### src/rtl/rmms_pkg.sv
// shared constants and control types for the running statistics block
`default_nettype none

package rmms_pkg;

    localparam int SampleWidthDef = 16;
    localparam int CountWidthDef  = 16;
    localparam int SumWidth       = 32;

    // input kind codes
    localparam logic KindSample = 1'b0;
    localparam logic KindClear  = 1'b1;

    // commands from controller to datapath
    typedef struct packed {
        logic take;       // input transaction accepted this cycle
        logic div_start;  // start mean division
        logic load_mean;  // capture divider result into mean
        logic load_out;   // copy statistics into output register
    } t_cmd;

    // status from datapath to controller
    typedef struct packed {
        logic cnt_full;   // count is saturated
        logic div_done;   // divider finished this cycle
    } t_status;

endpackage

`default_nettype wire

### src/rtl/rmms_div.sv
// radix-2 restoring divider: signed sum over unsigned nonzero count
`default_nettype none

module rmms_div #(
    parameter int COUNT_WIDTH = rmms_pkg::CountWidthDef
) (
    input  wire logic                           i_clk,
    input  wire logic                           i_rst_n,
    input  wire logic                           i_start,
    input  wire logic signed [rmms_pkg::SumWidth-1:0] i_sum,
    input  wire logic [COUNT_WIDTH-1:0]         i_count,
    output logic                                o_done,
    output logic [rmms_pkg::SumWidth-1:0]       o_quot,
    output logic                                o_neg
);
    import rmms_pkg::*;

    localparam int CntW = $clog2(SumWidth);

    logic                   r_busy, n_busy;
    logic                   r_done, n_done;
    logic [CntW-1:0]        r_cnt, n_cnt;
    logic [COUNT_WIDTH-1:0] r_rem, n_rem;
    logic [SumWidth-1:0]    r_quo, n_quo;
    logic [COUNT_WIDTH-1:0] r_den, n_den;
    logic                   r_neg, n_neg;
    logic [COUNT_WIDTH:0]   trial;
    logic [COUNT_WIDTH:0]   diff;
    logic                   fits;
    logic                   last_step;

    always_comb begin
        trial     = {r_rem, r_quo[SumWidth-1]};
        diff      = trial - {1'b0, r_den};
        fits      = trial >= {1'b0, r_den};
        last_step = r_cnt == CntW'(SumWidth - 1);
        n_busy = r_busy;
        n_done = 1'b0;
        n_cnt  = r_cnt;
        n_rem  = r_rem;
        n_quo  = r_quo;
        n_den  = r_den;
        n_neg  = r_neg;
        if (i_start) begin
            n_busy = 1'b1;
            n_cnt  = '0;
            n_rem  = '0;
            n_quo  = i_sum[SumWidth-1] ? SumWidth'(-i_sum) : SumWidth'(i_sum);
            n_den  = i_count;
            n_neg  = i_sum[SumWidth-1];
        end else if (r_busy) begin
            n_rem = fits ? diff[COUNT_WIDTH-1:0] : trial[COUNT_WIDTH-1:0];
            n_quo = {r_quo[SumWidth-2:0], fits};
            n_cnt = r_cnt + CntW'(1);
            if (last_step) begin
                n_busy = 1'b0;
                n_done = 1'b1;
            end
        end
    end

    always_ff @(posedge i_clk) begin
        if (!i_rst_n) begin
            r_busy <= 1'b0;
            r_done <= 1'b0;
            r_cnt  <= '0;
        end else begin
            r_busy <= n_busy;
            r_done <= n_done;
            r_cnt  <= n_cnt;
        end
        r_rem <= n_rem;
        r_quo <= n_quo;
        r_den <= n_den;
        r_neg <= n_neg;
    end

    assign o_done = r_done;
    assign o_quot = r_quo;
    assign o_neg  = r_neg;

    a_start_idle: assert property (@(posedge i_clk) disable iff (!i_rst_n)
        i_start |-> !r_busy)
        else $error("divider started while busy");

    a_done_ends: assert property (@(posedge i_clk) disable iff (!i_rst_n)
        o_done |-> !r_busy)
        else $error("divider done while still busy");

endmodule

`default_nettype wire

### src/rtl/rmms_datapath.sv
// statistics registers, sum saturation, mean clamp and output register
`default_nettype none

module rmms_datapath #(
    parameter int SAMPLE_WIDTH = rmms_pkg::SampleWidthDef,
    parameter int COUNT_WIDTH  = rmms_pkg::CountWidthDef
) (
    input  wire logic                              i_clk,
    input  wire logic                              i_rst_n,
    input  wire rmms_pkg::t_cmd                    i_cmd,
    input  wire logic                              i_kind,
    input  wire logic signed [SAMPLE_WIDTH-1:0]    i_sample,
    output rmms_pkg::t_status                      o_status,
    output logic signed [SAMPLE_WIDTH-1:0]         o_lowest,
    output logic signed [SAMPLE_WIDTH-1:0]         o_highest,
    output logic [COUNT_WIDTH-1:0]                 o_count,
    output logic signed [SAMPLE_WIDTH-1:0]         o_last,
    output logic signed [rmms_pkg::SumWidth-1:0]   o_total,
    output logic signed [SAMPLE_WIDTH-1:0]         o_average,
    output logic                                   o_overflow
);
    import rmms_pkg::*;

    localparam logic [SumWidth:0] PosLim =
        (SumWidth+1)'((64'd1 << (SAMPLE_WIDTH - 1)) - 64'd1);
    localparam logic [SumWidth:0] NegLim = PosLim + (SumWidth+1)'(1);
    localparam logic [SAMPLE_WIDTH-1:0] SMax = {1'b0, {(SAMPLE_WIDTH-1){1'b1}}};
    localparam logic [SAMPLE_WIDTH-1:0] SMin = {1'b1, {(SAMPLE_WIDTH-1){1'b0}}};

    logic signed [SAMPLE_WIDTH-1:0] r_min, n_min;
    logic signed [SAMPLE_WIDTH-1:0] r_max, n_max;
    logic signed [SAMPLE_WIDTH-1:0] r_last, n_last;
    logic [COUNT_WIDTH-1:0]         r_count, n_count;
    logic signed [SumWidth-1:0]     r_sum, n_sum;
    logic signed [SAMPLE_WIDTH-1:0] r_mean, n_mean;
    logic                           r_ovf, n_ovf;

    logic signed [SAMPLE_WIDTH-1:0] r_o_low, r_o_high, r_o_last, r_o_avg;
    logic [COUNT_WIDTH-1:0]         r_o_count;
    logic signed [SumWidth-1:0]     r_o_total;
    logic                           r_o_ovf;

    logic                   first;
    logic                   full;
    logic [SumWidth:0]      sum_ext;
    logic [SumWidth-1:0]    sum_sat;
    logic                   div_done;
    logic [SumWidth-1:0]    quot;
    logic                   quot_neg;
    logic [SumWidth:0]      quot_ext;
    logic [SumWidth-1:0]    quot_negated;
    logic [SAMPLE_WIDTH-1:0] mean_clamped;

    rmms_div #(
        .COUNT_WIDTH(COUNT_WIDTH)
    ) u_div (
        .i_clk   (i_clk),
        .i_rst_n (i_rst_n),
        .i_start (i_cmd.div_start),
        .i_sum   (r_sum),
        .i_count (r_count),
        .o_done  (div_done),
        .o_quot  (quot),
        .o_neg   (quot_neg)
    );

    always_comb begin
        first    = r_count == '0;
        full     = r_count == '1;
        // sign-extended add, then saturate to the 32-bit range
        sum_ext  = {r_sum[SumWidth-1], r_sum}
                 + {{(SumWidth+1-SAMPLE_WIDTH){i_sample[SAMPLE_WIDTH-1]}}, i_sample};
        if (sum_ext[SumWidth] != sum_ext[SumWidth-1]) begin
            sum_sat = sum_ext[SumWidth] ? {1'b1, {(SumWidth-1){1'b0}}}
                                        : {1'b0, {(SumWidth-1){1'b1}}};
        end else begin
            sum_sat = sum_ext[SumWidth-1:0];
        end

        // mean from quotient magnitude, clamped to the sample range
        quot_ext     = {1'b0, quot};
        quot_negated = -quot;
        if (quot_neg) begin
            mean_clamped = (quot_ext > NegLim) ? SMin : quot_negated[SAMPLE_WIDTH-1:0];
        end else begin
            mean_clamped = (quot_ext > PosLim) ? SMax : quot[SAMPLE_WIDTH-1:0];
        end

        n_min   = r_min;
        n_max   = r_max;
        n_last  = r_last;
        n_count = r_count;
        n_sum   = r_sum;
        n_mean  = r_mean;
        n_ovf   = r_ovf;
        if (i_cmd.take) begin
            if (i_kind == KindClear) begin
                n_min   = '0;
                n_max   = '0;
                n_last  = '0;
                n_count = '0;
                n_sum   = '0;
                n_mean  = '0;
                n_ovf   = 1'b0;
            end else begin
                n_min  = (first || i_sample < r_min) ? i_sample : r_min;
                n_max  = (first || i_sample > r_max) ? i_sample : r_max;
                n_last = i_sample;
                if (full) begin
                    n_ovf = 1'b1;
                end else begin
                    n_count = r_count + COUNT_WIDTH'(1);
                    n_sum   = sum_sat;
                end
            end
        end else if (i_cmd.load_mean) begin
            n_mean = mean_clamped;
        end
    end

    always_ff @(posedge i_clk) begin
        if (!i_rst_n) begin
            r_min   <= '0;
            r_max   <= '0;
            r_last  <= '0;
            r_count <= '0;
            r_sum   <= '0;
            r_mean  <= '0;
            r_ovf   <= 1'b0;
        end else begin
            r_min   <= n_min;
            r_max   <= n_max;
            r_last  <= n_last;
            r_count <= n_count;
            r_sum   <= n_sum;
            r_mean  <= n_mean;
            r_ovf   <= n_ovf;
        end
    end

    always_ff @(posedge i_clk) begin
        if (i_cmd.load_out) begin
            r_o_low   <= r_min;
            r_o_high  <= r_max;
            r_o_count <= r_count;
            r_o_last  <= r_last;
            r_o_total <= r_sum;
            r_o_avg   <= r_mean;
            r_o_ovf   <= r_ovf;
        end
    end

    assign o_status.cnt_full = full;
    assign o_status.div_done = div_done;
    assign o_lowest   = r_o_low;
    assign o_highest  = r_o_high;
    assign o_count    = r_o_count;
    assign o_last     = r_o_last;
    assign o_total    = r_o_total;
    assign o_average  = r_o_avg;
    assign o_overflow = r_o_ovf;

    a_empty_zero: assert property (@(posedge i_clk) disable iff (!i_rst_n)
        r_count == '0 |-> (r_sum == '0 && r_min == '0 && r_max == '0 && !r_ovf))
        else $error("statistics not zero with empty count");

    a_min_le_max: assert property (@(posedge i_clk) disable iff (!i_rst_n)
        r_min <= r_max)
        else $error("minimum above maximum");

endmodule

`default_nettype wire

### src/rtl/rmms_ctrl.sv
// controller state machine for the running statistics block
`default_nettype none

module rmms_ctrl (
    input  wire logic              i_clk,
    input  wire logic              i_rst_n,
    input  wire logic              i_in_valid,
    input  wire logic              i_in_kind,
    input  wire logic              i_out_ready,
    input  wire rmms_pkg::t_status i_status,
    output logic                   o_in_ready,
    output logic                   o_out_valid,
    output rmms_pkg::t_cmd         o_cmd
);
    import rmms_pkg::*;

    localparam logic [1:0] S_IDLE  = 2'd0;
    localparam logic [1:0] S_START = 2'd1;
    localparam logic [1:0] S_WAIT  = 2'd2;
    localparam logic [1:0] S_DONE  = 2'd3;

    logic [1:0] r_state, n_state;
    logic       r_out_valid, n_out_valid;
    logic       take;

    always_comb begin
        o_in_ready       = r_state == S_IDLE;
        take             = i_in_valid && o_in_ready;
        o_cmd.take       = take;
        o_cmd.div_start  = r_state == S_START;
        o_cmd.load_mean  = (r_state == S_WAIT) && i_status.div_done;
        o_cmd.load_out   = (r_state == S_DONE) && (!r_out_valid || i_out_ready);

        n_state = r_state;
        unique case (r_state)
            S_IDLE: begin
                if (take) begin
                    if (i_in_kind == KindClear || i_status.cnt_full) begin
                        n_state = S_DONE;
                    end else begin
                        n_state = S_START;
                    end
                end
            end
            S_START: begin
                n_state = S_WAIT;
            end
            S_WAIT: begin
                if (i_status.div_done) begin
                    n_state = S_DONE;
                end
            end
            S_DONE: begin
                if (o_cmd.load_out) begin
                    n_state = S_IDLE;
                end
            end
            default: begin
                n_state = S_IDLE;
            end
        endcase

        if (o_cmd.load_out) begin
            n_out_valid = 1'b1;
        end else if (i_out_ready) begin
            n_out_valid = 1'b0;
        end else begin
            n_out_valid = r_out_valid;
        end
    end

    always_ff @(posedge i_clk) begin
        if (!i_rst_n) begin
            r_state     <= S_IDLE;
            r_out_valid <= 1'b0;
        end else begin
            r_state     <= n_state;
            r_out_valid <= n_out_valid;
        end
    end

    assign o_out_valid = r_out_valid;

    a_start_then_wait: assert property (@(posedge i_clk) disable iff (!i_rst_n)
        o_cmd.div_start |=> r_state == S_WAIT)
        else $error("division start not followed by wait");

    a_result_from_done: assert property (@(posedge i_clk) disable iff (!i_rst_n)
        $rose(r_out_valid) |-> $past(r_state) == S_DONE)
        else $error("result raised outside done state");

endmodule

`default_nettype wire

### src/rtl/running_min_max_sum_mean.sv
// running min, max, count, sum and mean over a stream of fixed-point samples
// a sample's result waits for the mean, which is formed by the
//   32-step radix-2 divider, one quotient bit per cycle
// a clear, or a sample arriving with the count saturated, skips the divider and goes straight to the output register
// no new input is taken until the last result is loaded for output, which waits while m_tready is low
// reset: synchronous active-low i_rst_n zeroes all statistics and drops valid
`default_nettype none

module running_min_max_sum_mean #(
    parameter int SAMPLE_WIDTH = rmms_pkg::SampleWidthDef,
    parameter int COUNT_WIDTH  = rmms_pkg::CountWidthDef
) (
    input  wire logic  i_clk,
    input  wire logic  i_rst_n,

    // input stream
    input  wire logic  s_tvalid,
    output logic       s_tready,
    // sample_value
    input  wire logic [((SAMPLE_WIDTH+7)/8)*8-1:0] s_tdata,
    // kind
    input  wire logic [0:0] s_tuser,

    // result stream
    output logic       m_tvalid,
    input  wire logic  m_tready,
    // lowest, highest, sample_count, last_value, total, average
    output logic [((4*SAMPLE_WIDTH+COUNT_WIDTH+rmms_pkg::SumWidth+7)/8)*8-1:0] m_tdata,
    // overflow
    output logic [0:0] m_tuser
);
    import rmms_pkg::*;

    localparam int FieldW = 4*SAMPLE_WIDTH + COUNT_WIDTH + SumWidth;
    localparam int TdataW = ((FieldW + 7) / 8) * 8;

    t_cmd    cmd;
    t_status status;

    logic signed [SAMPLE_WIDTH-1:0] sample;
    logic signed [SAMPLE_WIDTH-1:0] lowest, highest, last_value, average;
    logic [COUNT_WIDTH-1:0]         sample_count;
    logic signed [SumWidth-1:0]     total;
    logic                           overflow;

    // sample sits in the low bits of tdata
    assign sample = s_tdata[SAMPLE_WIDTH-1:0];

    // controller: sequences accept, division and result hand-off
    rmms_ctrl u_ctrl (
        .i_clk       (i_clk),
        .i_rst_n     (i_rst_n),
        .i_in_valid  (s_tvalid),
        .i_in_kind   (s_tuser[0]),
        .i_out_ready (m_tready),
        .i_status    (status),
        .o_in_ready  (s_tready),
        .o_out_valid (m_tvalid),
        .o_cmd       (cmd)
    );

    // datapath: statistics, divider and output register
    rmms_datapath #(
        .SAMPLE_WIDTH(SAMPLE_WIDTH),
        .COUNT_WIDTH (COUNT_WIDTH)
    ) u_dp (
        .i_clk      (i_clk),
        .i_rst_n    (i_rst_n),
        .i_cmd      (cmd),
        .i_kind     (s_tuser[0]),
        .i_sample   (sample),
        .o_status   (status),
        .o_lowest   (lowest),
        .o_highest  (highest),
        .o_count    (sample_count),
        .o_last     (last_value),
        .o_total    (total),
        .o_average  (average),
        .o_overflow (overflow)
    );

    // pack result fields from the lowest bit up, zero filled to whole bytes
    assign m_tdata = TdataW'({average, total, last_value, sample_count, highest, lowest});
    assign m_tuser = overflow;

endmodule

`default_nettype wire
### config.mk
export PLATFORM = sky130hd
export DESIGN_NAME = running_min_max_sum_mean
export DESIGN_NICKNAME = d
export VERILOG_FILES = /design/src/rtl/rmms_pkg.sv /design/src/rtl/rmms_div.sv /design/src/rtl/rmms_datapath.sv /design/src/rtl/rmms_ctrl.sv /design/src/rtl/running_min_max_sum_mean.sv
export SDC_FILE = /design/constraint.sdc
export NUM_CORES = 1
export LEC_CHECK = 0
export BUFFER_PORTS_ARGS = -buffer_cell sky130_fd_sc_hd__buf_2
export CAP_MARGIN = 20
export CORE_ASPECT_RATIO = 0.7
export CORE_MARGIN = 2
export CORE_UTILIZATION = 50
export CTS_CLUSTER_DIAMETER = 30
export DETAILED_ROUTE_END_ITERATION = 16
export GPL_ROUTABILITY_DRIVEN = 0
export PLACE_DENSITY = 0.69
export SKIP_LAST_GASP = 1
export SLEW_MARGIN = 10
export SYNTH_ARGS = -nofsm -noshare
export SYNTH_HDL_FRONTEND = slang
export SYNTH_SLANG_ARGS = --single-unit
### constraint.sdc
create_clock -name i_clk -period 16.2 [get_ports i_clk]
set_clock_uncertainty 0.15 [all_clocks]
set_input_delay 0.81 -clock i_clk [delete_from_list [all_inputs] [get_ports i_clk]]
set_output_delay 0.81 -clock i_clk [all_outputs]
set_load 0.02 [all_outputs]
==> flow_summary.toml, run 1 <==
[outcome]
outcome = "complete, no violations"

[global_route]
grt_pass1_vias = 11059
grt_util_all_layers_pct = 23.5
antenna_found_initial = 2
overflow = 0
grt_max_degree = 76
grt_pass1_wl_um = 58900

[sta]
rsz0062_at_grt = "no"
max_freq_mhz = 221
setup_ws_ns = 11.68
drv_slew = 0
finalSetupViolations = 0
timing.final.crit_share_pct = 27.9
finalCriticalPeriod_ns = 4.52
hold_violations = 0
setup_tns_ns = 0
worstMarginPinSlew_ns = 1.05
slew_headroom_pct = 29.8

[critical_path]
path_buf_inv = 0
r2r-end = "u_dp.r_sum[20]$_SDFFE_PN0P_"
cp.required_ns = 16.49
critPathTopFamily = "compound AO/OA/AOI/OAI gates"
r2r_start = "u_dp.r_sum[5]$_SDFFE_PN0P_"
critPathMaxFanout = 32
cp.arrival_ns = 4.80
reg2reg_depth = 10
slowest_delay_ns = 0.74
rrSetupSlack_ns = 11.68
path_class = "register to register"
crit_slowest_cell = "nand2_1"
cp-end-kind = "register"
start_kind = "register"
worstPathCellList = "ha_1 -> a2111oi_0 -> o21ai_0 -> a211oi_1 -> o31ai_1 -> a21o_1 -> a21o_1 -> nand2_1 -> nor4b_1 -> a2111oi_0"

[place]
io_buffers = 135
hpwl_um = 25600
post-place-ws_ns = 11.17

[cts]
cts-root-buf = "clkbuf_16"
post_cts_resized = 0
htree_levels = 2
postCtsHoldBufs = 0
cts_setup_buffers = 0
cts.clk_slew.worst_paths_ns = 0.05
clock_latency_ns = 0.57
clockBufferDepth = 3
clkSinkCount = 301
cts_made_buffers = 51
tritoncts = "built"

[synth]
yosysUniqueCellTypes = 72
synth_ff_type = "edfxtp_1"
yosysSeqAreaShare_pct = 51.0
synth_nets = 1607
synth_area_per_cell_um2 = 10.0
syn_area_um2 = 15000
postSynth.asyncResetShare_pct = 0
syn_inst = 1495
synth_seq_cells = 301
yosys_warnings = 0
synth_edf_count = 162

[floorplanning]
initial_core_util_pct = 51.3
design.die.area_um2 = 31400
io_pins = 136
rows = 52
design.core.area_um2 = 29200
dieWidth_um = 211
die_h_um = 149

[cells_and_area]
final_nets = 1749
areaGrowthSynthToFinish_pct = 19.4
antennaDiodeCount = 0
drive_gt1_share_pct = 15.4

[drt]
drtAntennaViolNets = 0
num_vias = 11765
drc = 0
wire_per_inst_um = 18.0
finalWirelength_um = 37000
drt_iter0_markers = 896
viasPerCell = 5.72
drtPass1Iterations = 5

[min_path]
hold_path_end = "u_dp.o_last[12]$_DFFE_PP_"
hold_depth = 0
hold_path_startpoint = "u_dp.r_last[12]$_SDFFE_PN0P_"
hp-class = "register to register"

[pwr]
p_per_area_nw_per_um2 = 177
power_leakage_nw = 7.12
power_w = 0.00316
vdd_ir_drop_max_mv = 0.0947

[flow_run]
drv_cap = 0
==> report_power, final <==
| part | leakage (nW) | internal, W | switching [W] |
|---|---|---|---|
| Clock | 0.921 | 0.000781 | 0.000386 |
| Sequential | 2.66 | 0.000993 | 0.000116 |
| Combinational | 3.54 | 0.000331 | 0.000554 |
| Total | 7.12 | 0.00210 | 0.00106 |
==> layout by cell type, fill, tap and decap left out, drive strengths merged, types with 14 or more instances in the layout <==
cell type / instances
mux2i: 34
a21o: 29
buf: 149
inv: 83
o31ai: 16
nor2b: 24
nand2: 178
a21boi: 31
xnor2: 27
dfxtp: 139
a21oi: 121
nor2: 129
ha: 89
a211oi: 14
o21ai: 91
nand3: 26
edfxtp: 162
clkbuf: 67
xor2: 55
nand4: 20
nor3: 15
==> area by class of cell <==
cell class / instances / area [um2]
Fill cell: 2393 / 11300
Clock buffer: 67 / 1460
Clock inverter: 29 / 423
Sequential cell: 301 / 7650
Timing Repair Buffer: 149 / 785
Tap cell: 378 / 473
Multi-Input combinational cell: 1057 / 6820
Inverter: 77 / 289
==> kinds of logic after synthesis <==
logic type / after synthesis / synth area share, %
compound gates: 380 / 16.0
xor+xnor: 82 / 4.79
fa+ha+maj: 91 / 7.70
buf+inv: 137 / 3.56
flops: 301 / 51.0
mux: 37 / 2.50
simple gates: 467 / 14.4
==> metrics by stage <==
step / cell area [um2] / util (%) / hold WS (ns) / instances
floorplan: 15000 / - / 0.258 / 1495
global placement: 16000 / 54.7 / 0.263 / 1960
detailed placement: 16000 / 54.8 / 0.263 / 1961
CTS: 17900 / 61.2 / 0.277 / 2057
global route: 17900 / 61.3 / 0.286 / 2058
finish: 17900 / 61.3 / 0.277 / 2058
==> sequential cells by signal, indices dropped and copies added, names as in the netlist, 5 cells and up <==
register           cells
u_dp.o_total          32
u_dp.r_sum            32
u_dp.u_div.o_quot     32
u_dp.o_average        16
u_dp.o_count          16
u_dp.o_highest        16
u_dp.o_last           16
u_dp.o_lowest         16
u_dp.r_count          16
u_dp.r_last           16
u_dp.r_max            16
u_dp.r_mean           16
u_dp.r_min            16
u_dp.u_div.r_den      16
u_dp.u_div.r_rem      16
u_dp.u_div.r_cnt       5
==> synthesized netlist by cell type, types with 14 or more instances <==
cell,count,share of area [%]
o31ai_1,15,0.75
nand2_1,178,4.5
inv_1,77,1.9
mux2i_1,34,2.3
a21boi_0,31,1.6
xnor2_1,27,1.6
dfxtp_1,139,19
a21oi_1,121,4.0
a211oi_1,14,0.70
a21o_1,29,1.5
xor2_1,55,3.2
nor3_1,15,0.50
clkbuf_1,54,1.4
nor2_1,129,3.2
nand3_1,26,0.87
nor2b_1,24,1.0
nand4_1,20,0.83
o21ai_0,90,3.0
edfxtp_1,162,32
ha_1,89,7.4
==> worst register-to-register path: stages (launching register included) <==
cell and delay, ns:
dfxtp_1 0.56, ha_1 0.38, a2111oi_0 0.49, o21ai_0 0.31, a211oi_1 0.50, o31ai_1 0.30, a21o_1 0.26, a21o_1 0.16
nand2_1 0.74, nor4b_1 0.16, a2111oi_0 0.40
==> worst max-delay path by stage <==
stage                                       end  cells past startpoint  slack (ns)                  startpoint
floorplan           u_dp.o_average[0]$_DFFE_PP_                      2        9.56                    m_tready
global placement    u_dp.r_sum[20]$_SDFFE_PN0P_                     12       11.47                  s_tdata[0]
detailed placement  u_dp.r_sum[20]$_SDFFE_PN0P_                     12       11.17                  s_tdata[0]
CTS                 u_dp.r_sum[20]$_SDFFE_PN0P_                     10       11.68  u_dp.r_sum[5]$_SDFFE_PN0P_
global route        u_dp.r_sum[20]$_SDFFE_PN0P_                     10       11.31  u_dp.r_sum[5]$_SDFFE_PN0P_
finish              u_dp.r_sum[20]$_SDFFE_PN0P_                     10       11.68  u_dp.r_sum[5]$_SDFFE_PN0P_
==> routing by layer <==
metal | vias up | GRT usage (%) | share of wire (%)
met5 | - | 0 | 0.032
met4 | 2 | 7.08 | 1.9
met3 | 59 | 5.05 | 6.7
met2 | 349 | 36.0 | 44
met1 | 5644 | 33.5 | 47
li1 | 5711 | - | -
Power figures use the tool's default switching activity.
==> run 2, diff against run 1 <==
--- a/config.mk
+++ b/config.mk
@@ -5,6 +5,7 @@
 export SDC_FILE = /design/constraint.sdc
 export NUM_CORES = 1
 export LEC_CHECK = 0
+export ABC_AREA = 1
 export BUFFER_PORTS_ARGS = -buffer_cell sky130_fd_sc_hd__buf_2
 export CAP_MARGIN = 20
 export CORE_ASPECT_RATIO = 0.7
@@ -13,7 +14,7 @@
 export CTS_CLUSTER_DIAMETER = 30
 export DETAILED_ROUTE_END_ITERATION = 16
 export GPL_ROUTABILITY_DRIVEN = 0
-export PLACE_DENSITY = 0.69
+export PLACE_DENSITY = 0.71
 export SKIP_LAST_GASP = 1
 export SLEW_MARGIN = 10
 export SYNTH_ARGS = -nofsm -noshare
==> constraint.sdc (replaced) <==
create_clock -name i_clk -period 3.7 [get_ports i_clk]
set_clock_uncertainty 0.15 [all_clocks]
set_input_delay 0.185 -clock i_clk [delete_from_list [all_inputs] [get_ports i_clk]]
set_output_delay 0.185 -clock i_clk [all_outputs]
set_load 0.02 [all_outputs]
==> flow_summary.toml, run 2 <==
[outcome]
outcome = "complete, no violations"

[global_route]
grt_pass1_wl_um = 67900
grt_max_degree = 84
antenna_found_initial = 1
grt_util_all_layers_pct = 25.0
grt_pass1_vias = 13155
overflow = 0

[sta]
max_freq_mhz = 333
rsz0062_at_grt = "no"
worstMarginPinSlew_ns = 1.04
hold_violations = 0
setup_ws_ns = 0.697
finalSetupViolations = 0
drv_slew = 0
setup_tns_ns = 0
finalCriticalPeriod_ns = 3.00
slew_headroom_pct = 30.5
timing.final.crit_share_pct = 81.2

[min_path]
hp-class = "input pin to register"

[pwr]
seqPwrFrac_pct = 35.0
clock_power_share_pct = 32.5
p_sw_w = 0.00546
vdd_ir_drop_max_mv = 0.388
power_leakage_nw = 8.63
p_sw_share_pct = 38.2
p_per_area_nw_per_um2 = 737
comb_power_share_pct = 32.5
internal_power_w = 0.00883

[synth]
synth_edf_count = 162
synth_top_area_share_pct = 29.9
synth_seq_cells = 301
synth_area_per_cell_um2 = 8.17
synth_nets = 2103
synth.area.top_cells = "edfxtp_1 30%, dfxtp_1 17%, nand2_1 12%, ha_1 6.8%, inv_1 6.1%"
syn_inst = 1991
synth_top_cell_by_area = "edfxtp_1"
yosysUniqueCellTypes = 51
postSynth.asyncResetShare_pct = 0
syn_area_um2 = 16300
synthTopCellsByCount = "502 x nand2_1, 263 x inv_1, 162 x edfxtp_1"
yosys.cell_count.top_type = "nand2_1"
yosysSeqAreaShare_pct = 47.0
synth_ff_type = "edfxtp_1"
yosys_warnings = 0

[critical_path]
r2r_start = "u_dp.r_count[0]$_SDFFE_PN0P_"
critPathMaxFanout = 9
path_class = "register to register"
r2r-end = "u_dp.r_min[4]$_SDFFE_PN0P_"
rrSetupSlack_ns = 0.70
cp.arrival_ns = 3.35
endpoint = "u_dp.r_min[4]$_SDFFE_PN0P_"
cp-end-kind = "register"
slowest_delay_ns = 0.60
crit_slowest_cell = "dlygate4sd3_1"
cp.required_ns = 4.05
reg2reg_depth = 10
worstPathCellList = "inv_1 -> ha_1 -> nand4_1 -> nor4_1 -> a31oi_1 -> nand3_1 -> nand2_1 -> o21ai_0 -> dlygate4sd3_1 -> nor2_1"
critPathLaunch = "u_dp.r_count[0]$_SDFFE_PN0P_"
start_kind = "register"

[cells_and_area]
ff_latch_area_um2 = 7650
multi_input_area_um2 = 7370
instances_no_fill = 2638
drive_gt1_share_pct = 14.1
final_nets = 2281
num-fill-cells = 2728
fin_util_pct = 60.4
areaGrowthSynthToFinish_pct = 19.3
stdcell_area_um2 = 19400
final_cell_mix = "502 x nand2_1, 261 x inv_1, 162 x edfxtp_1, 158 x nor2_1, 139 x dfxtp_1"
layout_commonest_cell = "nand2_1"

[drt]
drtPass1Iterations = 6
viasPerCell = 5.38
drt_iter0_markers = 1247
drc = 0
finalWirelength_um = 43100
wire_per_inst_um = 16.3
num_vias = 14194
drtAntennaViolNets = 0

[floorplanning]
design.die.area_um2 = 34000
io_pins = 136
dieWidth_um = 220
rows = 55
die_h_um = 155
design.core.area_um2 = 32100
initial_core_util_pct = 50.6

[cts]
clkSinkCount = 301
clockBufferDepth = 3
tritoncts = "built"
htree_levels = 2
cts_setup_buffers = 0
cts-root-buf = "clkbuf_16"
clock_latency_ns = 0.57
cts_made_buffers = 49
cts.clk_slew.worst_paths_ns = 0.06

[place]
io_buffers = 135
post-place-ws_ns = 0.753
dpl-instance-area_um2 = 17400
hpwl_um = 31000
dp.cells = 2520

[flow_run]
drv_cap = 0
==> run 2: cell count changes after synthesis, sizes merged, moves of 31 or more <==
cell	delta
nor2	+31
nand2	+344
a21oi	+37
nand3	+105
inv	+190
a21boi	-31
mux2i	-34
==> run 2: cell families after synthesis <==
group                    Yosys count  synth area share (%)
AO/OA/AOI/OAI                    322                  11.4
XOR/XNOR                          58                  3.12
adder cells (fa/ha/maj)           91                  7.10
buffers and inverters            318                  7.68
flip-flops                       301                  47.0
AND/OR/NAND/NOR                  901                  23.7
==> run 2: worst min path at each step <==
stage                                            from                        endpoint  slack (ns)  cells after the start
after global routing                      s_tdata[15]    u_dp.r_last[15]$_SDFFE_PN0P_        0.20                      3
after floorplan                               i_rst_n  u_ctrl.r_state[0]$_SDFFE_PN0P_        0.17                      2
after detailed placement  u_dp.r_max[13]$_SDFFE_PN0P_    u_dp.o_highest[13]$_DFFE_PP_        0.26                      0
final                                     s_tdata[15]    u_dp.r_last[15]$_SDFFE_PN0P_        0.17                      3
after global placement    u_dp.r_max[13]$_SDFFE_PN0P_    u_dp.o_highest[13]$_DFFE_PP_        0.26                      0
after CTS                                 s_tdata[15]    u_dp.r_last[15]$_SDFFE_PN0P_        0.14                      3
==> run 2: cell type report <==
| type | count | area share [%] |
|---|---|---|
| clock buffers | 58 | 6.70 |
| well taps | 427 | 2.75 |
| repair buffers | 177 | 5.65 |
| inverters | 268 | 5.19 |
| multi-input cells | 1372 | 38.0 |
| diodes | 1 | 0.0129 |
| flip-flops and latches | 301 | 39.4 |
| clock inverters | 34 | 2.25 |
==> run 2: power by group through the flow <==
stage / Sequential, W / Clock (W) / Combinational [W]
finish: 0.00500 / 0.00465 / 0.00464
detailed placement: 0.00504 / 0 / 0.00447
floorplan: 0.00506 / 0 / 0.00322
global placement: 0.00502 / 0 / 0.00436
global route: 0.00507 / 0.00485 / 0.00519
CTS: 0.00499 / 0.00470 / 0.00455
==> run 2: stage by stage <==
stage	hold slack, ns	power [W]
finish	0.173	0.0143
CTS	0.143	0.0142
global route	0.204	0.0151
floorplan	0.173	0.00828
global placement	0.265	0.00938
detailed placement	0.264	0.00951
==> run 2: layer usage <==
layer / vias up / routed length, um / global-route usage, %
met3: 76 / 3410 / 4.52
met2: 563 / 18200 / 36.6
met5: - / 0 / 0
met1: 6597 / 20300 / 37.1
li1: 6958 / - / -
met4: 0 / 1130 / 8.88
==> run 2: critical path, delay by kind of cell, from the launching register on <==
kind / cells / cell delay, ns
AO/OA/AOI/OAI: 2 / 0.53
flip-flops: 1 / 0.45
AND/OR/NAND/NOR: 5 / 0.84
buffers and inverters: 2 / 0.75
adder cells (fa/ha/maj): 1 / 0.22
==> run 2: what timing repair did <==
item	4_1_cts	5_1_grt
hold buffers	24	0
resized for setup	0	0
hold endpoints to repair	39	0
